[src/idrc_pkg.sv]
// shared constants, types and lane helpers for the ipv4 destination rewrite block
package idrc_pkg;

    localparam int HOLD_WORDS = 10;
    localparam int IDX_W      = $clog2(HOLD_WORDS);
    localparam int CNT_W      = $clog2(HOLD_WORDS + 1);
    localparam int POS_W      = 7;
    localparam int BC_W       = 7;
    localparam int SUM_W      = 21;

    localparam logic [BC_W-1:0]  MIN_FRAME = 7'd46;
    localparam logic [BC_W-1:0]  BYTE_CAP  = 7'd80;
    localparam logic [15:0]      ETH_VLAN  = 16'h8100;
    localparam logic [15:0]      ETH_IPV4  = 16'h0800;
    localparam logic [POS_W-1:0] OFF_UNTAG = 7'd14;
    localparam logic [POS_W-1:0] OFF_TAG   = 7'd18;
    localparam logic [POS_W-1:0] CSUM_OFF  = 7'd10;
    localparam logic [POS_W-1:0] DHI_OFF   = 7'd16;
    localparam logic [POS_W-1:0] DLO_OFF   = 7'd18;

    localparam int Q_DEPTH = 4;
    localparam int Q_PTR_W = $clog2(Q_DEPTH);
    localparam int Q_CNT_W = $clog2(Q_DEPTH + 1);

    typedef enum logic [1:0] {
        LANE_KEEP,
        LANE_CSUM,
        LANE_DHI,
        LANE_DLO
    } t_lane;

    typedef struct packed {
        logic [63:0]      data;
        logic [3:0]       bytes;
        logic             last;
        t_lane [3:0]      lanes;
        logic [SUM_W-1:0] sum;
    } t_qent;

    typedef struct packed {
        logic  push;
        t_qent ent;
    } t_q_wr;

    // which patch, if any, lands on the 16-bit lane at byte position pos
    function automatic t_lane lane_code(input logic [POS_W-1:0] pos,
                                        input logic vlan, input logic ipv4);
        logic [POS_W-1:0] off;
        off = vlan ? OFF_TAG : OFF_UNTAG;
        lane_code = LANE_KEEP;
        if (ipv4) begin
            if (pos == off + CSUM_OFF) lane_code = LANE_CSUM;
            else if (pos == off + DHI_OFF) lane_code = LANE_DHI;
            else if (pos == off + DLO_OFF) lane_code = LANE_DLO;
        end
    endfunction

endpackage

[src/idrc_fifo.sv]
// short queue between the front and back parts
module idrc_fifo (
    input  logic           i_clk,
    input  logic           i_rst_n,
    input  idrc_pkg::t_q_wr i_wr,
    output logic           o_full,
    input  logic           i_pop,
    output idrc_pkg::t_qent o_ent,
    output logic           o_empty
);

    idrc_pkg::t_qent                   r_mem [idrc_pkg::Q_DEPTH];
    logic [idrc_pkg::Q_PTR_W-1:0]      r_wr, n_wr, r_rd, n_rd;
    logic [idrc_pkg::Q_CNT_W-1:0]      r_cnt, n_cnt;
    logic                              do_wr, do_rd;

    assign o_full  = (r_cnt == idrc_pkg::Q_CNT_W'(idrc_pkg::Q_DEPTH));
    assign o_empty = (r_cnt == '0);
    assign do_wr   = i_wr.push && !o_full;
    assign do_rd   = i_pop && !o_empty;
    assign o_ent   = r_mem[r_rd];

    always_comb begin
        n_wr  = do_wr ? r_wr + 1'b1 : r_wr;
        n_rd  = do_rd ? r_rd + 1'b1 : r_rd;
        n_cnt = r_cnt;
        if (do_wr && !do_rd) n_cnt = r_cnt + 1'b1;
        else if (!do_wr && do_rd) n_cnt = r_cnt - 1'b1;
    end

    always_ff @(posedge i_clk) begin
        if (!i_rst_n) begin
            r_wr  <= '0;
            r_rd  <= '0;
            r_cnt <= '0;
        end else begin
            r_wr  <= n_wr;
            r_rd  <= n_rd;
            r_cnt <= n_cnt;
        end
    end

    always_ff @(posedge i_clk) begin
        if (do_wr) r_mem[r_wr] <= i_wr.ent;
    end

endmodule

[src/idrc_front.sv]
// front part: accepts words, holds the frame head, classifies and sums the header
module idrc_front (
    input  logic             i_clk,
    input  logic             i_rst_n,
    input  logic             i_push,
    output logic             o_full,
    input  logic [63:0]      i_data,
    input  logic [3:0]       i_bytes,
    input  logic             i_last,
    input  logic [31:0]      i_dest,
    output idrc_pkg::t_q_wr  o_q_wr,
    input  logic             i_q_full
);

    localparam logic [1:0] ST_HOLD  = 2'd0;
    localparam logic [1:0] ST_SWEEP = 2'd1;
    localparam logic [1:0] ST_FLUSH = 2'd2;
    localparam logic [1:0] ST_PASS  = 2'd3;

    logic [1:0]                          r_state, n_state;
    logic [63:0]                         r_held [idrc_pkg::HOLD_WORDS];
    logic [idrc_pkg::CNT_W-1:0]          r_held_cnt, n_held_cnt;
    logic [idrc_pkg::BC_W-1:0]           r_bc, n_bc;
    logic                                r_tagged, n_tagged;
    logic                                r_ipv4, n_ipv4;
    logic [5:0]                          r_hb, n_hb;
    logic [idrc_pkg::IDX_W-1:0]          r_idx, n_idx;
    logic [idrc_pkg::SUM_W-1:0]          r_sum, n_sum;
    logic                                r_done, n_done;
    logic [3:0]                          r_last_bytes, n_last_bytes;

    logic [3:0]                          eff;
    logic [63:0]                         d_mask;
    logic                                accept;
    logic [idrc_pkg::BC_W:0]             bc_sum;
    logic [idrc_pkg::BC_W-1:0]           new_bc;
    logic [15:0]                         type0, type1;
    logic                                c_tagged, c_ipv4;
    logic [5:0]                          c_hb;
    logic [idrc_pkg::POS_W-1:0]          c_need, need_eff;
    logic                                drop, release_now;
    logic                                idx_end;
    logic [idrc_pkg::POS_W-1:0]          off_r, hdr_end;
    logic [63:0]                         cur_word;
    logic [idrc_pkg::POS_W-1:0]          pos [4];
    idrc_pkg::t_lane [3:0]               codes;
    logic [idrc_pkg::SUM_W-1:0]          sweep_add;
    logic [15:0]                         lane_val;

    // byte masking of the short final word
    always_comb begin
        eff = 4'd8;
        if (i_last && (i_bytes inside {[4'd1:4'd8]})) eff = i_bytes;
        for (int b = 0; b < 8; b++) begin
            d_mask[63-8*b -: 8] = (4'(b) < eff) ? i_data[63-8*b -: 8] : 8'h00;
        end
    end

    assign o_full = (r_state == ST_SWEEP) || (r_state == ST_FLUSH) ||
                    ((r_state == ST_PASS) && i_q_full);
    assign accept = i_push && !o_full;

    // byte count with saturation
    assign bc_sum = {1'b0, r_bc} + (idrc_pkg::BC_W + 1)'(eff);
    assign new_bc = (bc_sum > {1'b0, idrc_pkg::BYTE_CAP}) ? idrc_pkg::BYTE_CAP
                                                         : bc_sum[idrc_pkg::BC_W-1:0];

    // classification from bytes 12..18, always in words one and two here
    assign type0    = r_held[1][31:16];
    assign type1    = r_held[2][63:48];
    assign c_tagged = (type0 == idrc_pkg::ETH_VLAN);
    assign c_ipv4   = c_tagged ? (type1 == idrc_pkg::ETH_IPV4) : (type0 == idrc_pkg::ETH_IPV4);
    assign c_hb     = {(c_tagged ? r_held[2][43:40] : r_held[1][11:8]), 2'b00};
    assign c_need   = (c_tagged ? idrc_pkg::OFF_TAG : idrc_pkg::OFF_UNTAG) +
                      idrc_pkg::POS_W'(c_hb);
    assign need_eff = (c_ipv4 && (c_need > idrc_pkg::MIN_FRAME)) ? c_need : idrc_pkg::MIN_FRAME;

    assign drop        = i_last && (new_bc < idrc_pkg::MIN_FRAME);
    assign release_now = (new_bc >= need_eff) || (i_last && !drop);

    assign idx_end = ((idrc_pkg::CNT_W'(r_idx) + 1'b1) == r_held_cnt);

    // per-lane patch codes and header sum contribution of the current held word
    assign off_r    = r_tagged ? idrc_pkg::OFF_TAG : idrc_pkg::OFF_UNTAG;
    assign hdr_end  = off_r + idrc_pkg::POS_W'(r_hb);
    assign cur_word = r_held[r_idx];

    always_comb begin
        sweep_add = '0;
        lane_val  = '0;
        for (int l = 0; l < 4; l++) begin
            pos[l]   = idrc_pkg::POS_W'({r_idx, 2'(l), 1'b0});
            codes[l] = idrc_pkg::lane_code(pos[l], r_tagged, r_ipv4);
            case (codes[l])
                idrc_pkg::LANE_CSUM: lane_val = 16'h0000;
                idrc_pkg::LANE_DHI:  lane_val = i_dest[31:16];
                idrc_pkg::LANE_DLO:  lane_val = i_dest[15:0];
                default:             lane_val = cur_word[63-16*l -: 16];
            endcase
            if (r_ipv4 && (pos[l] >= off_r) && (pos[l] < hdr_end))
                sweep_add = sweep_add + idrc_pkg::SUM_W'(lane_val);
        end
    end

    // queue write: flushed head words, then pass-through words
    always_comb begin
        o_q_wr.push      = 1'b0;
        o_q_wr.ent.data  = d_mask;
        o_q_wr.ent.bytes = eff;
        o_q_wr.ent.last  = i_last;
        o_q_wr.ent.lanes = '{default: idrc_pkg::LANE_KEEP};
        o_q_wr.ent.sum   = r_sum;
        if (r_state == ST_FLUSH) begin
            o_q_wr.push      = !i_q_full;
            o_q_wr.ent.data  = cur_word;
            o_q_wr.ent.bytes = (r_done && idx_end) ? r_last_bytes : 4'd8;
            o_q_wr.ent.last  = r_done && idx_end;
            o_q_wr.ent.lanes = codes;
        end else if (r_state == ST_PASS) begin
            o_q_wr.push = accept;
        end
    end

    always_comb begin
        n_state      = r_state;
        n_held_cnt   = r_held_cnt;
        n_bc         = r_bc;
        n_tagged     = r_tagged;
        n_ipv4       = r_ipv4;
        n_hb         = r_hb;
        n_idx        = r_idx;
        n_sum        = r_sum;
        n_done       = r_done;
        n_last_bytes = r_last_bytes;
        case (r_state)
            ST_HOLD: begin
                if (accept) begin
                    if (drop) begin
                        n_held_cnt = '0;
                        n_bc       = '0;
                    end else begin
                        n_held_cnt = r_held_cnt + 1'b1;
                        n_bc       = new_bc;
                        if (release_now) begin
                            n_tagged     = c_tagged;
                            n_ipv4       = c_ipv4;
                            n_hb         = c_hb;
                            n_done       = i_last;
                            n_last_bytes = eff;
                            n_idx        = '0;
                            n_sum        = '0;
                            n_state      = ST_SWEEP;
                        end
                    end
                end
            end
            ST_SWEEP: begin
                n_sum = r_sum + sweep_add;
                if (idx_end) begin
                    n_idx   = '0;
                    n_state = ST_FLUSH;
                end else begin
                    n_idx = r_idx + 1'b1;
                end
            end
            ST_FLUSH: begin
                if (!i_q_full) begin
                    if (idx_end) begin
                        n_idx = '0;
                        if (r_done) begin
                            n_held_cnt = '0;
                            n_bc       = '0;
                            n_state    = ST_HOLD;
                        end else begin
                            n_state = ST_PASS;
                        end
                    end else begin
                        n_idx = r_idx + 1'b1;
                    end
                end
            end
            ST_PASS: begin
                if (accept && i_last) begin
                    n_held_cnt = '0;
                    n_bc       = '0;
                    n_state    = ST_HOLD;
                end
            end
            default: n_state = ST_HOLD;
        endcase
    end

    always_ff @(posedge i_clk) begin
        if (!i_rst_n) begin
            r_state      <= ST_HOLD;
            r_held_cnt   <= '0;
            r_bc         <= '0;
            r_tagged     <= 1'b0;
            r_ipv4       <= 1'b0;
            r_hb         <= '0;
            r_idx        <= '0;
            r_sum        <= '0;
            r_done       <= 1'b0;
            r_last_bytes <= '0;
        end else begin
            r_state      <= n_state;
            r_held_cnt   <= n_held_cnt;
            r_bc         <= n_bc;
            r_tagged     <= n_tagged;
            r_ipv4       <= n_ipv4;
            r_hb         <= n_hb;
            r_idx        <= n_idx;
            r_sum        <= n_sum;
            r_done       <= n_done;
            r_last_bytes <= n_last_bytes;
        end
    end

    always_ff @(posedge i_clk) begin
        if ((r_state == ST_HOLD) && accept && !drop)
            r_held[r_held_cnt[idrc_pkg::IDX_W-1:0]] <= d_mask;
    end

endmodule

[src/idrc_back.sv]
// back part: folds the header sum, patches address and checksum lanes, output register
module idrc_back (
    input  logic             i_clk,
    input  logic             i_rst_n,
    input  idrc_pkg::t_qent  i_ent,
    input  logic             i_q_empty,
    output logic             o_q_pop,
    input  logic [31:0]      i_dest,
    input  logic             i_pop,
    output logic             o_empty,
    output logic [63:0]      o_data,
    output logic [3:0]       o_bytes,
    output logic             o_last
);

    logic              r_valid;
    logic [63:0]       r_data, n_data;
    logic [3:0]        r_bytes;
    logic              r_last;
    logic              load;
    logic [16:0]       fold1;
    logic [16:0]       fold2;
    logic [15:0]       csum;

    assign load    = !i_q_empty && (!r_valid || i_pop);
    assign o_q_pop = load;
    assign o_empty = !r_valid;
    assign o_data  = r_data;
    assign o_bytes = r_bytes;
    assign o_last  = r_last;

    // ones-complement fold, two rounds cover the whole sum width
    assign fold1 = 17'(i_ent.sum[15:0]) + 17'(i_ent.sum[idrc_pkg::SUM_W-1:16]);
    assign fold2 = 17'(fold1[15:0]) + 17'(fold1[16]);
    assign csum  = ~fold2[15:0];

    always_comb begin
        n_data = i_ent.data;
        for (int l = 0; l < 4; l++) begin
            case (i_ent.lanes[l])
                idrc_pkg::LANE_CSUM: n_data[63-16*l -: 16] = csum;
                idrc_pkg::LANE_DHI:  n_data[63-16*l -: 16] = i_dest[31:16];
                idrc_pkg::LANE_DLO:  n_data[63-16*l -: 16] = i_dest[15:0];
                default:             n_data[63-16*l -: 16] = i_ent.data[63-16*l -: 16];
            endcase
        end
    end

    always_ff @(posedge i_clk) begin
        if (!i_rst_n) begin
            r_valid <= 1'b0;
        end else if (load) begin
            r_valid <= 1'b1;
        end else if (i_pop) begin
            r_valid <= 1'b0;
        end
    end

    always_ff @(posedge i_clk) begin
        if (load) begin
            r_data  <= n_data;
            r_bytes <= i_ent.bytes;
            r_last  <= i_ent.last;
        end
    end

endmodule

[src/ipv4_dest_rewrite_checksum.sv]
// top level: ipv4 destination address rewrite with header checksum regeneration
// head: held until 46 bytes and the whole ipv4 header are in, then the held words (6 to
//   10) are summed one at a time and flushed into the queue; no new word is taken meanwhile
// throughput: one word per cycle outside the frame head while the queue is not full; the
//   head is handled by the single sum unit and the one-word flush path
// reset: i_rst_n synchronous, active low; clears frame tracking, queue, output stage, dest
module ipv4_dest_rewrite_checksum (
    input  logic        i_clk,
    input  logic        i_rst_n,
    // input word channel
    input  logic        push,
    output logic        full,
    input  logic [63:0] i_in_data,
    input  logic [3:0]  i_in_bytes,
    input  logic        i_in_last,
    // result word channel
    output logic        empty,
    input  logic        pop,
    output logic [63:0] o_out_data,
    output logic [3:0]  o_out_bytes,
    output logic        o_out_last,
    // destination address register write
    input  logic        i_cfg_valid,
    output logic        o_cfg_ready,
    input  logic [31:0] i_cfg_data
);

    // replacement destination address, first octet in the top bits
    logic [31:0]      r_new_dest_ip;

    idrc_pkg::t_q_wr  q_wr;
    idrc_pkg::t_qent  q_head;
    logic             q_full;
    logic             q_empty;
    logic             q_pop;

    // register writes are always taken; ready is tied high
    assign o_cfg_ready = 1'b1;

    always_ff @(posedge i_clk) begin
        if (!i_rst_n) begin
            r_new_dest_ip <= '0;
        end else if (i_cfg_valid) begin
            r_new_dest_ip <= i_cfg_data;
        end
    end

    // front: holds the frame head, decides release, sums the header,
    // then flushes held words and passes later words into the queue
    idrc_front u_front (
        .i_clk    (i_clk),
        .i_rst_n  (i_rst_n),
        .i_push   (push),
        .o_full   (full),
        .i_data   (i_in_data),
        .i_bytes  (i_in_bytes),
        .i_last   (i_in_last),
        .i_dest   (r_new_dest_ip),
        .o_q_wr   (q_wr),
        .i_q_full (q_full)
    );

    // short queue that absorbs result-side stalls until it fills; the front waits when it is full
    idrc_fifo u_fifo (
        .i_clk   (i_clk),
        .i_rst_n (i_rst_n),
        .i_wr    (q_wr),
        .o_full  (q_full),
        .i_pop   (q_pop),
        .o_ent   (q_head),
        .o_empty (q_empty)
    );

    // back: fold the sum into the checksum, patch lanes, hold the result
    // in an output register until it is popped
    idrc_back u_back (
        .i_clk     (i_clk),
        .i_rst_n   (i_rst_n),
        .i_ent     (q_head),
        .i_q_empty (q_empty),
        .o_q_pop   (q_pop),
        .i_dest    (r_new_dest_ip),
        .i_pop     (pop),
        .o_empty   (empty),
        .o_data    (o_out_data),
        .o_bytes   (o_out_bytes),
        .o_last    (o_out_last)
    );

endmodule

[config.mk]
export PLATFORM = sky130hd
export DESIGN_NAME = ipv4_dest_rewrite_checksum
export DESIGN_NICKNAME = d
export VERILOG_FILES = /design/src/idrc_pkg.sv /design/src/idrc_fifo.sv /design/src/idrc_front.sv /design/src/idrc_back.sv /design/src/ipv4_dest_rewrite_checksum.sv
export SDC_FILE = /design/constraint.sdc
export NUM_CORES = 1
export LEC_CHECK = 0
export ABC_CLOCK_PERIOD_IN_PS = 9900
export BUFFER_PORTS_ARGS = -buffer_cell sky130_fd_sc_hd__clkbuf_2
export CAP_MARGIN = 5
export CORE_UTILIZATION = 48
export DETAILED_ROUTE_END_ITERATION = 8
export PLACE_DENSITY = 0.74
export SLEW_MARGIN = 20
export SYNTH_ARGS = -nofsm -noshare
export SYNTH_HDL_FRONTEND = slang
export SYNTH_SLANG_ARGS = --single-unit
[constraint.sdc]
create_clock -name i_clk -period 9.9 [get_ports i_clk]
set_input_delay 1.98 -clock i_clk [delete_from_list [all_inputs] [get_ports i_clk]]
set_output_delay 1.98 -clock i_clk [all_outputs]
set_load 0.005 [all_outputs]
==> results.cfg, run 1 <==
[run_status]
status = completed

[floorplanning]
fp-row-count = 121
die-height_um = 334
die_area_um2 = 112000
die_w_um = 334
io_pins = 178
core_area_um2 = 109000
start_util_pct = 48.5

[sta]
fmax_ghz = 0.108
worst_pin_slew_ns = 1.09
tns_ns = 0
slew_headroom_pct = 26.8
fin_skew_ns = 0.0347
final_hold_viol_count = 0
setup_viol = 0
rsz0062_at_grt = false
slew_viol_final = 0
fin_crit_ns = 9.26
post-route-period-util_pct = 93.6

[pwr]
p_leak_nw = 20.0
p_int_w = 0.00990
p_comb_share_pct = 21.5
pwr-share-seq_pct = 44.8
switchingPower_w = 0.00380
clockPowerShare_pct = 33.7
swShare_pct = 27.7
power_density_nw_per_um2 = 230
peakVddDrop_uv = 160

[detailed_routing]
drt.antenna.violating_nets = 0
wl_um = 137000
remaining_drc_errors = 0
routed_via_density = 6.04
drtPass1Iterations = 6
wire_per_inst_um = 27.3
drt-initial-drc-count = 3423
vias = 30300

[logic_synthesis]
async_flop_share_pct = 0
synth_area_um2 = 53000
synth.avg_cell_area_um2 = 16.3
synth_edf_count = 1093
synth_cell_types = 87
yosys_register_bits = 1188
synth_warnings = 0
synthFlopType = edfxtp_1
syn_inst = 3247
ys_seq_area_share_pct = 65.6
synth_nets = 3475

[cells_and_area]
layout_commonest_cell = edfxtp_1
final_area_um2 = 59600
mostFrequentLayoutCells = edfxtp_1, mux4_2, clkbuf_2, mux2_2, a21oi_1
synthToLayoutAreaGrowth_pct = 12.6
layout-drive-gt1-share_pct = 24.3
nFillCells = 8407
finish.net_count = 3664

[clock_network]
clk_pin_slew_ns = 0.07
cts_max_path_buffers = 3
clock_sinks = 1188
numCtsBuffers = 113
clockRootBuffer = clkbuf_16
cts_setup_buffers = 0
cts_tree = yes
insertion_delay_ns = 0.73
htreeDepth = 3

[setup_path]
critPathArrivalTime_ns = 9.86
max_stage_delay_ns = 0.46
endpoint_kind = register
crit_required_ns = 10.49
cp_slowest_cell = fa_1
path_class = reg -> reg
crit_fanout = 10
path_buf_inv = 3
cp-start-kind = register
critical-path-top-delay-family = compound AO/OA/AOI/OAI gates

[grt]
antenna_found_initial = 8
track_usage_pct = 24.4
grt_pass1_vias = 29400
grt_max_degree = 60
overflow = 0
grt_pass1_wl_um = 199000

[placement]
io_buffers = 176
placed_area_um2 = 55600
place_hpwl_um = 92300
gpl.final_weighted_congestion = 0.978

[job]
maxCapViolations = 0

[min_path]
hp-class = reg -> reg
==> synthesized netlist by cell type, types with 64 or more instances <==
| master | number | area [µm²] |
|---|---|---|
| mux4_2 | 244 | 5500 |
| nand2_1 | 121 | 454 |
| mux2_2 | 145 | 1630 |
| nor2b_1 | 115 | 719 |
| a21oi_1 | 137 | 686 |
| ha_1 | 114 | 1430 |
| o21ai_0 | 75 | 375 |
| nor2_1 | 130 | 488 |
| dfxtp_1 | 95 | 1900 |
| edfxtp_1 | 1093 | 32800 |
| mux2i_1 | 133 | 1330 |
| and2_1 | 64 | 400 |
| clkbuf_1 | 107 | 402 |
| a211oi_1 | 71 | 533 |
==> worst paths after layout <==
check / from / to / slack [ns] / cells past startpoint
worst max-delay path: u_front.r_tagged$_SDFFE_PN0P_ / u_front.r_sum[16]$_SDFFE_PN0P_ / 0.64 / 42
worst min-delay path: u_front.r_bc[0]$_SDFFE_PN0P_ / u_front.r_bc[0]$_SDFFE_PN0P_ / 0.49 / 2
worst max register to register: u_front.r_tagged$_SDFFE_PN0P_ / u_front.r_sum[16]$_SDFFE_PN0P_ / 0.64 / 42
worst min register to register: u_front.r_bc[0]$_SDFFE_PN0P_ / u_front.r_bc[0]$_SDFFE_PN0P_ / 0.49 / 2
==> flip-flops by register name, indices dropped and copies added, names as in the netlist, 2 cells and up, named ones only <==
signal	cells
u_fifo.r_rd	2
u_fifo.r_mem	384
u_fifo.r_cnt	3
u_front.r_sum	21
u_front.r_held	640
u_front.r_bc	7
u_back.o_data	64
u_front.r_state	2
r_new_dest_ip	32
u_fifo.r_wr	2
u_front.r_idx	4
u_front.r_hb	4
u_front.r_held_cnt	4
u_front.r_last_bytes	4
u_back.o_bytes	4
==> power by group through the flow <==
stage | clock network (W) | registers [W] | logic, W
finish | 0.00462 | 0.00613 | 0.00295
global route | 0.00484 | 0.00617 | 0.00315
CTS | 0.00466 | 0.00614 | 0.00295
detailed placement | 0 | 0.00624 | 0.00294
global placement | 0 | 0.00623 | 0.00291
floorplan | 0 | 0.00619 | 0.00201
==> kinds of logic after synthesis <==
logic type               Yosys count  synth area share [%]
flip-flops                      1188                  65.6
AND/OR/NAND/NOR                  588                  5.79
multiplexers                     522                  16.0
AO/OA/AOI/OAI                    502                  6.39
buffers and inverters            233                  1.79
adder cells (fa/ha/maj)          122                  3.00
XOR/XNOR                          91                  1.50
other                              1               0.00708
==> per-stage QoR <==
stage	total power, W	instances	hold slack, ns	util, %	setup WS (ns)
after floorplan	0.00820	3247	0.440	-	0.811
after global placement	0.00914	4797	0.448	51.0	0.491
after detailed placement	0.00918	4797	0.473	51.0	0.405
after CTS	0.0138	5009	0.483	54.6	0.375
after global routing	0.0142	5009	0.507	54.6	0.00234
final	0.0137	5011	0.488	54.6	0.636
==> area by class of cell <==
cell class / count / area (µm²) / share of cell area [%]
Sequential cell: 1188 / 34700 / 58.3
Multi-Input combinational cell: 1826 / 17400 / 29.1
Clock buffer: 133 / 2970 / 4.99
Tap cell: 1476 / 1850 / 3.10
Timing Repair Buffer: 244 / 1420 / 2.38
Clock inverter: 79 / 1030 / 1.73
Inverter: 63 / 236 / 0.397
Antenna cell: 2 / 5.00 / 0.00839
==> what timing repair did <==
| action | CTS | global route |
|---|---|---|
| setup endpoints to repair | 0 | 5 |
| gates resized for setup | 0 | 4 |
| hold buffers | 0 | 0 |
==> worst register-to-register path, delay by kind of cell (launching register included) <==
kind,cells,cell delay [ns]
fa+ha+maj,6,2.19
compound gates,18,3.83
buf+inv,3,0.35
flops,1,0.44
xor+xnor,3,0.42
mux,1,0.27
simple gates,11,1.66
==> metal layers <==
metal | routed length, µm | up-vias | global-route usage, %
met3 | 9830 | 204 | 3.90
met1 | 58300 | 15600 | 34.6
met2 | 64600 | 1248 | 38.6
li1 | - | 13200 | -
met4 | 4090 | 6 | 8.14
met5 | 45 | - | 0
No activity file was read; power rests on OpenSTA's default activity.
==> run 2, diff against run 1 <==
ABC_CLOCK_PERIOD_IN_PS = 11900   (was 9900)
clock period = 11.9 ns   (was 9.9 ns; I/O delays follow)
==> results.cfg, run 2 (synthesis gave the netlist of run 1 again) <==
[sta]
rsz0062_at_grt = false
post-route-period-util_pct = 85.5
fmax_ghz = 0.0983
worst_pin_slew_ns = 1.00
tns_ns = 0
slew_headroom_pct = 32.5
setup_viol = 0
fin_crit_ns = 10.18
fin_skew_ns = 0.0296
final.setup.worst_slack_ns = 1.72
slew_viol_final = 0
final_hold_viol_count = 0

[placement]
place_hpwl_um = 92000
gpl.final_weighted_congestion = 0.965
io_buffers = 176
place_ws_ns = 1.85

[grt]
grt_pass1_vias = 29400
track_usage_pct = 24.6
antenna_found_initial = 9
overflow = 0
grt_max_degree = 82
grt_pass1_wl_um = 201000

[clock_network]
insertion_delay_ns = 0.72
ctsHoldBuffers = 0
clock_sinks = 1188
cts_tree = yes
cts_setup_buffers = 0
numCtsBuffers = 113
cts_max_path_buffers = 3
clockRootBuffer = clkbuf_16
cts_repair_resize_count = 0
htreeDepth = 3
clk_pin_slew_ns = 0.06

[pwr]
p_leak_nw = 19.8
power_density_nw_per_um2 = 187
peakVddDrop_uv = 123

[detailed_routing]
wire_per_inst_um = 27.7
routed_via_density = 6.09
drt-initial-drc-count = 3456
vias = 30400
drt.antenna.violating_nets = 0
remaining_drc_errors = 0
wl_um = 138000
drtPass1Iterations = 5

[cells_and_area]
synthToLayoutAreaGrowth_pct = 11.8
layout_commonest_cell = edfxtp_1
layout-drive-gt1-share_pct = 23.8
finish.net_count = 3652
largest_reg_flops = 640
mostFrequentLayoutCells = edfxtp_1, mux4_2, clkbuf_2, mux2_2, a21oi_1

[setup_path]
path_buf_inv = 2
crit_fanout = 19
path_class = reg -> reg
cpMostUsedCell = ha_1
endpoint_kind = register
r2r-start = u_front.r_tagged$_SDFFE_PN0P_
max_stage_delay_ns = 0.66
critPathArrivalTime_ns = 10.78
crit_required_ns = 12.50
critical-path-top-delay-family = compound AO/OA/AOI/OAI gates
cp-start-kind = register
cp_slowest_cell = or3_1
cp-startpoint = u_front.r_tagged$_SDFFE_PN0P_

[floorplanning]
die_area_um2 = 112000
start_util_pct = 48.5
io_pins = 178
die_w_um = 334
die-height_um = 334
core_area_um2 = 109000
fp-row-count = 121

[job]
maxCapViolations = 0

[min_path]
hp-class = reg -> reg
hold_start = u_front.r_bc[0]$_SDFFE_PN0P_

[run_status]
status = completed
==> run 2: final timing paths <==
kind	endpoint	slack, ns	cells past startpoint
min	u_front.r_bc[0]$_SDFFE_PN0P_	0.47	2
max	u_front.r_sum[16]$_SDFFE_PN0P_	1.72	43
max reg2reg	u_front.r_sum[16]$_SDFFE_PN0P_	1.72	43
min reg2reg	u_front.r_bc[0]$_SDFFE_PN0P_	0.47	2
==> run 2: power breakdown <==
group | total [W] | internal [W] | leakage (nW) | switching (W)
registers | 0.00511 | 0.00495 | 10.8 | 0.000151
logic | 0.00243 | 0.00102 | 7.25 | 0.00141
clock network | 0.00356 | 0.00200 | 1.78 | 0.00156
total | 0.0111 | 0.00797 | 19.8 | 0.00312
==> run 2: cell type report <==
type / instances / area, µm²
Inverter: 63 / 236
Tap cell: 1476 / 1850
Sequential cell: 1188 / 34700
Antenna cell: 2 / 5.00
Clock buffer: 139 / 2970
Clock inverter: 66 / 683
Multi-Input combinational cell: 1826 / 17400
Timing Repair Buffer: 232 / 1340
Fill cell: 8430 / 50000
==> run 2: worst min-delay path, stage by stage, from the launching register on <==
cell and delay (ns):
dfxtp_1 0.31, nand2_1 0.05, a21oi_1 0.06
==> run 2: per-stage QoR <==
stage / cells / util [%] / cell area [µm²] / hold WS [ns] / power (W)
final: 4992 / 54.2 / 59200 / 0.467 / 0.0111
after global routing: 4990 / 54.2 / 59200 / 0.496 / 0.0115
after CTS: 4990 / 54.2 / 59200 / 0.467 / 0.0111
after detailed placement: 4785 / 50.9 / 55500 / 0.456 / 0.00760
after global placement: 4785 / 50.9 / 55500 / 0.456 / 0.00758
after floorplan: 3247 / - / 53000 / 0.440 / 0.00681
==> run 2: metal layers <==
metal / GRT usage (%) / vias to the layer above / wire length, µm
met1: 34.7 / 15600 / 56500
li1: - / 13200 / -
met2: 39.5 / 1429 / 65700
met4: 7.19 / 2 / 3770
met5: 0 / - / 12
met3: 3.98 / 185 / 12000
